[src/sv/nte_pkg.sv]
// shared constants, codes, types and name helper for the name table engine
package nte_pkg;

   // table geometry
   localparam int unsigned NUM_ENTRIES = 16;
   localparam int unsigned NAME_BYTES  = 8;
   localparam int unsigned IDX_W       = (NUM_ENTRIES > 1) ? $clog2(NUM_ENTRIES) : 1;

   // field widths
   localparam int unsigned NAME_W = 64;
   localparam int unsigned FUNC_W = 3;
   localparam int unsigned STAT_W = 2;
   localparam int unsigned POS_W  = 4;
   localparam int unsigned RIDX_W = 4;

   // operation codes
   localparam logic [FUNC_W-1:0] FN_ADD    = 3'd0;
   localparam logic [FUNC_W-1:0] FN_MODIFY = 3'd1;
   localparam logic [FUNC_W-1:0] FN_DELETE = 3'd2;
   localparam logic [FUNC_W-1:0] FN_SORT   = 3'd3;
   localparam logic [FUNC_W-1:0] FN_READ   = 3'd4;

   // status codes
   localparam logic [STAT_W-1:0] ST_OK        = 2'd0;
   localparam logic [STAT_W-1:0] ST_FULL      = 2'd1;
   localparam logic [STAT_W-1:0] ST_NOT_FOUND = 2'd2;
   localparam logic [STAT_W-1:0] ST_INVALID   = 2'd3;

   // access bundle from the controller to the table
   typedef struct packed {
      logic              we;
      logic [IDX_W-1:0]  waddr;
      logic [NAME_W-1:0] wdata;
      logic              re;
      logic [IDX_W-1:0]  raddr;
   } tbl_req_type;

   // cut a name at its first zero byte and at NAME_BYTES bytes
   function automatic logic [NAME_W-1:0] norm_name(input logic [NAME_W-1:0] v);
      logic [NAME_W-1:0] o;
      logic              live;
      o    = '0;
      live = 1'b1;
      for (int b = 0; b < 8; b++) begin
         if (b >= int'(NAME_BYTES) || v[NAME_W-1-8*b -: 8] == 8'd0) begin
            live = 1'b0;
         end
         if (live) begin
            o[NAME_W-1-8*b -: 8] = v[NAME_W-1-8*b -: 8];
         end
      end
      return o;
   endfunction

endpackage

[src/sv/nte_ram.sv]
// generic single-clock ram, one write port and one registered read port
module nte_ram #(
   parameter int unsigned WIDTH = 64,
   parameter int unsigned DEPTH = 16
) (
   input  logic                                        clock,
   input  logic                                        wr_en,
   input  logic [((DEPTH > 1) ? $clog2(DEPTH) : 1)-1:0] wr_addr,
   input  logic [WIDTH-1:0]                            wr_data,
   input  logic                                        rd_en,
   input  logic [((DEPTH > 1) ? $clog2(DEPTH) : 1)-1:0] rd_addr,
   output logic [WIDTH-1:0]                            rd_data
);

   logic [WIDTH-1:0] mem_ff [DEPTH];
   logic [WIDTH-1:0] rd_data_ff;

   // write port
   always_ff @(posedge clock) begin
      if (wr_en) begin
         mem_ff[wr_addr] <= wr_data;
      end
   end

   // registered read port
   always_ff @(posedge clock) begin
      if (rd_en) begin
         rd_data_ff <= mem_ff[rd_addr];
      end
   end

   assign rd_data = rd_data_ff;

endmodule

[src/sv/nte_table.sv]
// name storage: ram plus per-entry written flags, unwritten entries read as empty
module nte_table (
   input  logic                       clock,
   input  logic                       reset,
   input  nte_pkg::tbl_req_type       tbl_req,
   output logic [nte_pkg::NAME_W-1:0] rd_name
);
   import nte_pkg::*;

   logic [NUM_ENTRIES-1:0] vld_ff;
   logic [NUM_ENTRIES-1:0] vld_in;
   logic                   vld_rd_ff;
   logic [NAME_W-1:0]      ram_q;

   nte_ram #(
      .WIDTH (NAME_W),
      .DEPTH (NUM_ENTRIES)
   ) u_ram (
      .clock   (clock),
      .wr_en   (tbl_req.we),
      .wr_addr (tbl_req.waddr),
      .wr_data (tbl_req.wdata),
      .rd_en   (tbl_req.re),
      .rd_addr (tbl_req.raddr),
      .rd_data (ram_q)
   );

   // written flags, cleared at reset so the table starts empty
   always_comb begin
      vld_in = vld_ff;
      if (tbl_req.we) begin
         vld_in[tbl_req.waddr] = 1'b1;
      end
   end

   always_ff @(posedge clock) begin
      if (reset) begin
         vld_ff <= '0;
      end else begin
         vld_ff <= vld_in;
      end
   end

   // flag is registered alongside the ram read, so both arrive together
   always_ff @(posedge clock) begin
      if (tbl_req.re) begin
         vld_rd_ff <= vld_ff[tbl_req.raddr];
      end
   end

   assign rd_name = vld_rd_ff ? ram_q : '0;

endmodule

[src/sv/name_table_engine_unit.sv]
// name table engine top: command sequencer around the name table memory
//
//   channel  | dir | ports                                         | handshake
//   request  | in  | req_func, req_key_name, req_replacement_name, | req_valid / req_stall
//            |     | req_read_index                                |
//   response | out | rsp_status, rsp_position, rsp_entry_name      | rsp_valid / rsp_stall
//
// one request at a time; the table memory has one read and one write port per cycle.
// add/modify/delete scan the slots one per cycle and stop at the first match.
// read issues one table read and takes its result in a wait state; sort runs bubble
// passes, up to NUM_ENTRIES of them, repeating until a pass makes no swap.
// reset clears the per-entry written flags at once: no clearing pass, ready next cycle.
// a new request is taken while a response waits under rsp_stall; it completes when
// the response register frees up.
module name_table_engine_unit (
   input  logic                       clock,
   input  logic                       reset,
   input  logic                       req_valid,
   output logic                       req_stall,
   input  logic [nte_pkg::FUNC_W-1:0] req_func,
   input  logic [nte_pkg::NAME_W-1:0] req_key_name,
   input  logic [nte_pkg::NAME_W-1:0] req_replacement_name,
   input  logic [nte_pkg::RIDX_W-1:0] req_read_index,
   output logic                       rsp_valid,
   input  logic                       rsp_stall,
   output logic [nte_pkg::STAT_W-1:0] rsp_status,
   output logic [nte_pkg::POS_W-1:0]  rsp_position,
   output logic [nte_pkg::NAME_W-1:0] rsp_entry_name
);
   import nte_pkg::*;

   localparam int unsigned CMP_W = (RIDX_W > IDX_W) ? RIDX_W + 1 : IDX_W + 1;
   localparam logic [IDX_W-1:0] LAST = IDX_W'(NUM_ENTRIES - 1);

   // sequencer states
   localparam logic [2:0] S_IDLE = 3'd0;
   localparam logic [2:0] S_DISP = 3'd1;
   localparam logic [2:0] S_SRCH = 3'd2;
   localparam logic [2:0] S_RDWT = 3'd3;
   localparam logic [2:0] S_SORT = 3'd4;
   localparam logic [2:0] S_SEND = 3'd5;
   localparam logic [2:0] S_DONE = 3'd6;

   logic [2:0]        state_ff, state_in;
   logic [FUNC_W-1:0] func_ff, func_in;
   logic [NAME_W-1:0] key_ff, key_in;
   logic [NAME_W-1:0] repl_ff, repl_in;
   logic [RIDX_W-1:0] idx_ff, idx_in;
   logic [IDX_W-1:0]  iss_addr_ff, iss_addr_in;
   logic              iss_on_ff, iss_on_in;
   logic              chk_vld_ff, chk_vld_in;
   logic [IDX_W-1:0]  chk_idx_ff, chk_idx_in;
   logic [NAME_W-1:0] cur_ff, cur_in;
   logic              swap_ff, swap_in;
   logic [STAT_W-1:0] res_stat_ff, res_stat_in;
   logic [POS_W-1:0]  res_pos_ff, res_pos_in;
   logic [NAME_W-1:0] res_entry_ff, res_entry_in;
   logic              rsp_valid_ff, rsp_valid_in;
   logic [STAT_W-1:0] rsp_status_ff, rsp_status_in;
   logic [POS_W-1:0]  rsp_pos_ff, rsp_pos_in;
   logic [NAME_W-1:0] rsp_entry_ff, rsp_entry_in;

   tbl_req_type       tbl_req;
   logic [NAME_W-1:0] rd_name;
   logic [NAME_W-1:0] tgt_name;
   logic [NAME_W-1:0] new_name;
   logic              idx_oor;
   logic              req_take;

   nte_table u_table (
      .clock   (clock),
      .reset   (reset),
      .tbl_req (tbl_req),
      .rd_name (rd_name)
   );

   assign req_take = req_valid && !req_stall;
   assign req_stall = (state_ff != S_IDLE);

   // search key and the value a hit writes back
   always_comb begin
      tgt_name = key_ff;
      new_name = '0;
      unique case (func_ff)
         FN_ADD: begin
            tgt_name = '0;
            new_name = key_ff;
         end
         FN_MODIFY: new_name = repl_ff;
         default:   new_name = '0;
      endcase
   end

   assign idx_oor = CMP_W'(idx_ff) >= CMP_W'(NUM_ENTRIES);

   // sequencer
   always_comb begin
      state_in     = state_ff;
      func_in      = func_ff;
      key_in       = key_ff;
      repl_in      = repl_ff;
      idx_in       = idx_ff;
      iss_addr_in  = iss_addr_ff;
      iss_on_in    = iss_on_ff;
      chk_vld_in   = 1'b0;
      chk_idx_in   = chk_idx_ff;
      cur_in       = cur_ff;
      swap_in      = swap_ff;
      res_stat_in  = res_stat_ff;
      res_pos_in   = res_pos_ff;
      res_entry_in = res_entry_ff;
      rsp_valid_in  = rsp_valid_ff && rsp_stall;
      rsp_status_in = rsp_status_ff;
      rsp_pos_in    = rsp_pos_ff;
      rsp_entry_in  = rsp_entry_ff;
      tbl_req       = '0;

      // sequential slot reads for scans and sort passes
      if ((state_ff == S_SRCH || state_ff == S_SORT) && iss_on_ff) begin
         tbl_req.re    = 1'b1;
         tbl_req.raddr = iss_addr_ff;
         chk_vld_in    = 1'b1;
         chk_idx_in    = iss_addr_ff;
         if (iss_addr_ff == LAST) begin
            iss_on_in = 1'b0;
         end else begin
            iss_addr_in = iss_addr_ff + 1'b1;
         end
      end

      unique case (state_ff)
         S_IDLE: begin
            if (req_take) begin
               func_in  = req_func;
               key_in   = norm_name(req_key_name);
               repl_in  = norm_name(req_replacement_name);
               idx_in   = req_read_index;
               state_in = S_DISP;
            end
         end

         // decode the request
         S_DISP: begin
            res_stat_in  = ST_OK;
            res_pos_in   = '0;
            res_entry_in = '0;
            iss_addr_in  = '0;
            unique case (func_ff)
               FN_ADD, FN_DELETE: begin
                  if (key_ff == '0) begin
                     res_stat_in = ST_INVALID;
                     state_in    = S_DONE;
                  end else begin
                     iss_on_in = 1'b1;
                     state_in  = S_SRCH;
                  end
               end
               FN_MODIFY: begin
                  if (key_ff == '0 || repl_ff == '0) begin
                     res_stat_in = ST_INVALID;
                     state_in    = S_DONE;
                  end else begin
                     iss_on_in = 1'b1;
                     state_in  = S_SRCH;
                  end
               end
               FN_SORT: begin
                  iss_on_in = 1'b1;
                  swap_in   = 1'b0;
                  state_in  = S_SORT;
               end
               FN_READ: begin
                  if (idx_oor) begin
                     res_stat_in = ST_NOT_FOUND;
                     state_in    = S_DONE;
                  end else begin
                     tbl_req.re    = 1'b1;
                     tbl_req.raddr = IDX_W'(idx_ff);
                     state_in      = S_RDWT;
                  end
               end
               default: state_in = S_DONE;
            endcase
         end

         // first-match scan, write back on a hit
         S_SRCH: begin
            if (chk_vld_ff) begin
               if (rd_name == tgt_name) begin
                  tbl_req.we    = 1'b1;
                  tbl_req.waddr = chk_idx_ff;
                  tbl_req.wdata = new_name;
                  res_pos_in    = POS_W'(chk_idx_ff);
                  iss_on_in     = 1'b0;
                  chk_vld_in    = 1'b0;
                  state_in      = S_DONE;
               end else if (chk_idx_ff == LAST) begin
                  res_stat_in = (func_ff == FN_ADD) ? ST_FULL : ST_NOT_FOUND;
                  state_in    = S_DONE;
               end
            end
         end

         S_RDWT: begin
            res_entry_in = rd_name;
            res_pos_in   = POS_W'(idx_ff);
            state_in     = S_DONE;
         end

         // bubble pass: carry the larger name upward, write the smaller one back
         S_SORT: begin
            if (chk_vld_ff) begin
               if (chk_idx_ff == '0) begin
                  cur_in = rd_name;
               end else begin
                  tbl_req.we    = 1'b1;
                  tbl_req.waddr = chk_idx_ff - 1'b1;
                  if (cur_ff > rd_name) begin
                     tbl_req.wdata = rd_name;
                     swap_in       = 1'b1;
                  end else begin
                     tbl_req.wdata = cur_ff;
                     cur_in        = rd_name;
                  end
               end
               if (chk_idx_ff == LAST) begin
                  state_in = S_SEND;
               end
            end
         end

         // close the pass, run another if anything moved
         S_SEND: begin
            tbl_req.we    = 1'b1;
            tbl_req.waddr = LAST;
            tbl_req.wdata = cur_ff;
            if (swap_ff) begin
               swap_in     = 1'b0;
               iss_on_in   = 1'b1;
               iss_addr_in = '0;
               state_in    = S_SORT;
            end else begin
               state_in = S_DONE;
            end
         end

         // hand the result to the response register
         S_DONE: begin
            if (!rsp_valid_ff || !rsp_stall) begin
               rsp_valid_in  = 1'b1;
               rsp_status_in = res_stat_ff;
               rsp_pos_in    = res_pos_ff;
               rsp_entry_in  = res_entry_ff;
               state_in      = S_IDLE;
            end
         end

         default: state_in = S_IDLE;
      endcase
   end

   // control registers
   always_ff @(posedge clock) begin
      if (reset) begin
         state_ff     <= S_IDLE;
         iss_on_ff    <= 1'b0;
         chk_vld_ff   <= 1'b0;
         rsp_valid_ff <= 1'b0;
      end else begin
         state_ff     <= state_in;
         iss_on_ff    <= iss_on_in;
         chk_vld_ff   <= chk_vld_in;
         rsp_valid_ff <= rsp_valid_in;
      end
   end

   // payload registers
   always_ff @(posedge clock) begin
      func_ff       <= func_in;
      key_ff        <= key_in;
      repl_ff       <= repl_in;
      idx_ff        <= idx_in;
      iss_addr_ff   <= iss_addr_in;
      chk_idx_ff    <= chk_idx_in;
      cur_ff        <= cur_in;
      swap_ff       <= swap_in;
      res_stat_ff   <= res_stat_in;
      res_pos_ff    <= res_pos_in;
      res_entry_ff  <= res_entry_in;
      rsp_status_ff <= rsp_status_in;
      rsp_pos_ff    <= rsp_pos_in;
      rsp_entry_ff  <= rsp_entry_in;
   end

   assign rsp_valid      = rsp_valid_ff;
   assign rsp_status     = rsp_status_ff;
   assign rsp_position   = rsp_pos_ff;
   assign rsp_entry_name = rsp_entry_ff;

`ifndef SYNTHESIS
   // failed responses carry no position and no name
   a_fail_zero: assert property (@(posedge clock) disable iff (reset)
      (rsp_valid && rsp_status != ST_OK) |-> (rsp_position == '0 && rsp_entry_name == '0))
      else $error("failed response with nonzero position or name");

   // an accepted request keeps the sequencer busy next cycle
   a_take_busy: assert property (@(posedge clock) disable iff (reset)
      req_take |=> (state_ff != S_IDLE))
      else $error("request accepted but sequencer idle");

   // a read and a write never hit the same slot in one cycle
   a_no_clash: assert property (@(posedge clock) disable iff (reset)
      (tbl_req.we && tbl_req.re) |-> (tbl_req.waddr != tbl_req.raddr))
      else $error("table read and write to the same slot");
`endif

endmodule
[config.mk]
export PLATFORM = sky130hd
export DESIGN_NAME = name_table_engine_unit
export DESIGN_NICKNAME = d
export VERILOG_FILES = /design/src/sv/nte_pkg.sv /design/src/sv/nte_ram.sv /design/src/sv/nte_table.sv /design/src/sv/name_table_engine_unit.sv
export SDC_FILE = /design/constraint.sdc
export NUM_CORES = 2
export LEC_CHECK = 0
export BUFFER_PORTS_ARGS = -buffer_cell sky130_fd_sc_hd__buf_2
export CAP_MARGIN = 10
export CORE_AREA = 2 2 497 499
export CTS_CLUSTER_DIAMETER = 80
export CTS_CLUSTER_SIZE = 12
export DETAILED_ROUTE_END_ITERATION = 7
export DIE_AREA = 0 0 499 501
export GPL_ROUTABILITY_DRIVEN = 0
export PLACE_DENSITY = 0.49
export SLEW_MARGIN = 5
export SYNTH_ARGS = -nofsm -noshare
export SYNTH_HDL_FRONTEND = slang
export SYNTH_SLANG_ARGS = --single-unit
[constraint.sdc]
create_clock -name clock -period 14.64 [get_ports clock]
set_input_delay 2.928 -clock clock [delete_from_list [all_inputs] [get_ports clock]]
set_output_delay 2.928 -clock clock [all_outputs]
set_load 0.02 [all_outputs]
# Word-level counts from Yosys, hierarchy flattened
# Memory sizes are Yosys's and may differ from the RTL's. A register that Yosys moved wholly into a read port is not among the register bits.
# Index checks and enable logic that the tools add are counted.
op_classes:
  addsub: 2
  shift: 0
  eq_ne: 26
  n_div: 0
  n_reduce_logical: 44
  n_mul: 0
  mux: 116
  n_lt_le_gt_ge: 4
  bitwise: 1
op_table:
  columns: ["cell", "count"]
  rows:
  - ["$mux 64", 5]
  - ["$mux 69", 4]
  - ["$pmux 64 s2", 2]
  - ["$pmux 69 s3", 1]
  - ["$logic_not 64->1", 2]
  - ["$logic_not 8->1", 16]
  - ["$mux 1", 69]
  - ["$eq 64x64->1", 1]
  - ["$gt 64x64->1", 1]
  - ["$mux 3", 9]
  - ["$pmux 3 s7", 1]
  - ["$mux 4", 5]
  - ["$or 16x16->16", 1]
  - ["$mux 5", 3]
  - ["$mux 2", 7]
  - ["$ne 2x2->1 const B", 7]
  - ["$eq 3x2->1 const B", 4]
  - ["$eq 3x3->1 const B", 4]
  - ["$pmux 3 s4", 1]
  - ["$pmux 4 s3", 1]
  - ["$lt 4x5->1 const B", 2]
  - ["$ne 2x1->1 const B", 5]
  - ["$pmux 1 s3", 3]
  - ["$reduce_bool 3->1", 3]
  - ["22 further kinds", 36]
totals:
  out_inout_bits: 72
  rom_bits: 0
  wordCells: 228
  memories: 1
  latchBits: 0
  input_bits: 139
  ramBits: 1024
  reg_bits: 371
memory_table:
  columns: ["name", "words", "width", "rd", "rd_ports_with_merged_regs", "wr", "line", "text"]
  rows:
  - ["u_table.u_ram.mem_ff", 16, 64, 1, 1, 1, "nte_ram.sv:15", "logic [WIDTH-1:0] mem_ff [DEPTH];"]

# Depth between registers and ports, before layout
depth:
  ltp_word: 26
  depth_mapped: 16
  mapped_depth_nobuf: 12

# Modules after synthesis
# From an unflattened synthesis, not the netlist that was laid out.
unflattened:
  cells_unflattened: 3201
  hier_area_um2: 58825.2
by_module_without_submodules:
  columns: ["mod", "n_inst", "seq_area_each_um2", "area_per_inst_um2", "cells_each"]
  rows:
  - ["nte_ram", 1, 32671.3, 40222.3, 1647]
  - ["name_table_engine_unit", 1, 10530.1, 17478.0, 1417]
  - ["nte_table", 1, 350.3, 1124.8, 137]

# Worst setup path after synthesis
# Ideal clock, no wire load.
synth_timing:
  path_kind: "register to register"
  start: "register func_ff[2]"
  end: "memory u_table.u_ram.mem_ff[0][0], enable pin"
  path_buffers: 2
  setup_ns: 0.647
  slack_ns: 5.764
  synth_period_minus_slack_ns: 8.876
  t_required_ns: 13.993
  arrival_time_ns: 8.228
  stages_incl_launch_ff: 11
  path_cell_list: "edfxtp_1 -> nor3_2 -> buf_2 -> buf_2 -> o211ai_1 -> o311ai_0 -> nand4_1 -> nor4_1 -> nand4_1 -> o21a_1 -> nor4_1"
synth_between:
  elab_chain_cells: 8
synth_rtl:
  columns: ["element", "line", "text"]
  rows:
  - ["start, declared", "name_table_engine_unit.sv:45", "logic [FUNC_W-1:0] func_ff, func_in;"]
  - ["start signal, assigned", "name_table_engine_unit.sv:279", "func_ff <= func_in;"]
  - ["$logic_not 3->1 (*)", "name_table_engine_unit.sv:84", "unique case (func_ff)"]
  - ["$mux 64 (*)", "name_table_engine_unit.sv:84", null]
  - ["$eq 64x64->1 (*)", "name_table_engine_unit.sv:189", "if (rd_name == tgt_name) begin"]
  - ["$mux 69 (*)", "name_table_engine_unit.sv:189", null]
  - ["$mux 69 (*)", "name_table_engine_unit.sv:188", "if (chk_vld_ff) begin"]
  - ["$pmux 69 s3 (*)", "name_table_engine_unit.sv:131", "unique case (state_ff)"]
  - ["$mux 1", "nte_ram.sv:20", "if (wr_en) begin"]
  - ["$mux 1 (implied by the code)", "nte_ram.sv:21", "mem_ff[wr_addr] <= wr_data;"]
  - ["end, declared", "nte_ram.sv:15", null]
# Mark *: on every way between the ends. The rest lies on a longest branch, timed or not.

# Worst setup path after layout
layout_timing:
  start: "register u_table.vld_rd_ff"
  end: "memory u_table.u_ram.mem_ff[12][14], enable pin"
layout_between:
  elab_chain_cells: 7
layout_rtl:
  columns: ["element", "line", "text"]
  rows:
  - ["start, declared", "nte_table.sv:12", "logic vld_rd_ff;"]
  - ["start signal, assigned", "nte_table.sv:47", "vld_rd_ff <= vld_ff[tbl_req.raddr];"]
  - ["$mux 64 (*)", "nte_table.sv:51", "assign rd_name = vld_rd_ff ? ram_q : '0;"]
  - ["$eq 64x64->1 (*)", "name_table_engine_unit.sv:189", null]
  - ["$mux 69 (*)", "name_table_engine_unit.sv:189", null]
  - ["$mux 69 (*)", "name_table_engine_unit.sv:188", null]
  - ["$pmux 69 s3 (*)", "name_table_engine_unit.sv:131", null]
  - ["$mux 1", "nte_ram.sv:20", null]
  - ["$mux 1 (implied by the code)", "nte_ram.sv:21", null]
# Marks and branches as above.

==> run_results.csv <==
group,metric,value,unit
final_layout,final_layout_size_suffix_gt1_share,11.5,%
clock_network,path_clk_slew,70,ps
global_route,grt_pass1_wl,281000,um
timing,post-route-period-util,48.0,%
worst_setup_path,critical_path_class,"reg2reg",
final_layout,area_growth_syn_to_layout,14.2,%
yosys,syn_inst,4414,
timing,relSlewSlack,17.3,%
drt,routedWlPerCell,25.2,um
yosys,synth.distinct_cells,67,
worst_setup_path,arrival,7420,ps
global_route,grt_pass1_vias,37100,
clock_network,hold_buffers,0,
yosys,postSynthAreaPerCell,13.8,um^2
worst_setup_path,crit_path_frequent_cell,"buf_4",
placement,port_buffers,210,
global_route,grt_max_degree,170,
placement,dp.cells,7606,
timing,setup_tns,0,ps
final_layout,nNetsFinal,4734,
worst_setup_path,path_buf_inv,4,
clock_network,ctsLongestPathBuffers,3,
die,die_area,250000,um^2
worst_setup_path,cp_top_family,"buffers and inverters",
clock_network,htreeDepth,4,
timing,drv_slew,0,
clock_network,clk_latency,820,ps
drt,wl,197000,um
drt,drtPass1Iterations,5,
die,core_area,245000,um^2
clock_network,cts_resized,0,
yosys,yosys_warnings,0,
clock_network,cts_setup_buffers,0,
final_layout,instances_no_fill,7802,
global_route,use_met2,22.1,%
power_and_ir_drop,cellLeakagePower,0.0218,uW
drt,drtIter0Drc,4807,
final_layout,final_area,69500,um^2
die,initial_utilization,24.9,%
worst_setup_path,cp.required,15040,ps
global_route,gr-total-overflow,0,
timing,setup_viol,0,
clock_network,cts.sinks,1459,
timing,rsz0062_at_grt,"no",
global_route,top_usage_layer,"met1",
worst_setup_path,critPathSlowestCell,"o311ai_0",
timing,period_minus_slack,7020,ps
drt,vias,39200,
yosys,synth_top_cell_by_area,"edfxtp_1",
die,ios,211,
min_path,holdCritPathClass,"reg2reg",
yosys,synth_top_area_share,70.7,%
worst_setup_path,cp_cell_sequence,"buf_4, nand2_2, xnor2_1, o311ai_0, nand4_1, nor4_1, nand4_1, buf_4, o21a_1, a211oi_4, buf_4, buf_4",
timing,tightest_slew,1240,ps
yosys,synth.area.top_cells,"edfxtp_1 (71%), a211oi_1 (4.1%), nand2_1 (3.8%), and2_1 (3.1%), a311oi_1 (1.9%)",
yosys,yosys_register_bits,1459,
timing,finClkSkew,62.1,ps
worst_setup_path,slowest_delay,930,ps
drt,ant_nets,0,
final_layout,final_cell_mix,"edfxtp_1 (1433), nand2_1 (613), a211oi_1 (329), and2_1 (306), buf_2 (210)",
clock_network,clockRootBuffer,"clkbuf_16",
global_route,antenna_found_initial,16,
worst_setup_path,endpoint_kind,"flip-flop",
drt,drcViolationCount,0,
global_route,use_met1,22.5,%
clock_network,cts_inserted_buffers,142,
run,maxCapViolations,0,
global_route,grt_usage,15.3,%
yosys,synth_edf_count,1433,
run_status,status,"finished clean",
power_and_ir_drop,cellPowerDensity,139,nW/um^2
final_layout,nFillCells,24700,
placement,placed_area,65400,um^2
yosys,ys_async_sr_fraction,0,%
power_and_ir_drop,worst_ir_drop_vdd,0.000129,V
placement,hpwlAfterDp,124000,um
die,rows,182,
final_layout,layout_commonest_cell,"edfxtp_1",
global_route,met3_usage,3.42,%
yosys,syn-num-nets,4618,
clock_network,cts_tree,"built",
yosys,ys.flop_type,"edfxtp_1",
yosys,synthesis.area,60800,um^2
timing,max_freq,142,MHz
worst_setup_path,cp_max_fo,49,
drt,viasPerCell,5.02,
die,fp.dieH,501,um
worst_setup_path,worstSetupStartpointType,"flip-flop",
timing,hold_viol,0,
die,die_w,499,um
yosys,yosysSeqAreaShare,71.6,%
==> layout make-up <==
class | count | area, um^2 | share of cell area, %
antenna | 3 | 7.51 | 0.0108
timing repair buffer | 283 | 1650 | 2.37
tap | 3220 | 4030 | 5.80
clock inverter | 17 | 294 | 0.423
sequential | 1459 | 43600 | 62.7
inverter | 72 | 273 | 0.393
multi-input combinational | 2572 | 15900 | 22.9
clock buffer | 176 | 3770 | 5.42
==> registers in the layout, summed over array words and instances, names as in the netlist <==
name / flops
chk_idx_ff: 4
key_ff: 64
u_table.u_ram.rd_data: 64
rsp_valid: 1
u_table.vld_ff: 16
rsp_entry_name: 64
swap_ff: 1
iss_addr_ff: 4
func_ff: 3
res_entry_ff: 64
idx_ff: 4
res_pos_ff: 4
u_table.vld_rd_ff: 1
u_table.u_ram.mem_ff: 1024
rsp_status: 2
cur_ff: 64
iss_on_ff: 1
rsp_position: 4
repl_ff: 64
chk_vld_ff: 1
res_stat_ff: 2
state_ff: 3
==> layer usage <==
| metal | up-vias | wire [um] |
|---|---|---|
| met5 | - | 57 |
| met4 | 10 | 5900 |
| met3 | 269 | 16500 |
| met2 | 1681 | 83600 |
| met1 | 20100 | 90600 |
| li1 | 17200 | - |
==> worst paths after layout <==
path / startpoint / endpoint / slack (ps) / cells past startpoint
max reg2reg: u_table.vld_rd_ff / u_table.u_ram.mem_ff[12][14] / 7620 / 12
min reg2reg: res_entry_ff[38] / rsp_entry_name[38] / 410 / 0
min: res_entry_ff[38] / rsp_entry_name[38] / 410 / 0
max: u_table.vld_rd_ff / u_table.u_ram.mem_ff[12][14] / 7620 / 12
==> synthesized netlist by cell type, drive strengths merged, types with 3 or more instances <==
master and n:
or2 3, o211ai 35, and3 7, a21o 19
nand2b 9, nor4 46, a22oi 67, buf 61
o311ai 24, o221ai 9, or4 5, a221o 65
nor2 196, a211oi 330, a21oi 173, o31ai 4
nand3 17, ha 65, edfxtp 1433, nor3 12
clkbuf 250, inv 72, a311oi 130, a21boi 9
a22o 7, or3 3, nand4 58, xnor2 32
o21a 3, a31oi 131, dfxtp 26, nand2 644
o22ai 3, o21ai 24, and2 373, nand4b 11
o21ba 10, nor4b 3, nor2b 30
==> where the power goes <==
group	internal [uW]	leakage [uW]	switching, uW
Clock	1860	0.00196	1570
Combinational	291	0.00745	793
Sequential	4910	0.0124	237
==> per-stage QoR <==
| step | hold WS [ps] | utilization [%] | worst slack (ps) | power [uW] |
|---|---|---|---|---|
| final | 408 | 28.4 | 7620 | 9660 |
| after global routing | 429 | 28.4 | 7470 | 9960 |
| after CTS | 410 | 28.4 | 7710 | 9720 |
| after detailed placement | 407 | 26.7 | 7760 | 6280 |
| after global placement | 404 | 26.7 | 7870 | 6280 |
| after floorplan | 400 | - | 5760 | 5780 |
==> kinds of logic (layout without fill, tap and decap cells) <==
group,Yosys count,in the layout,synth area share (%)
compound gates,1051,1051,12.6
xor+xnor,34,34,0.489
fa+ha+maj,65,65,1.34
buf+inv,383,548,2.63
flops,1459,1459,71.6
other cells,0,3,0
simple gates,1422,1422,11.4
Power figures use the tool's default switching activity.
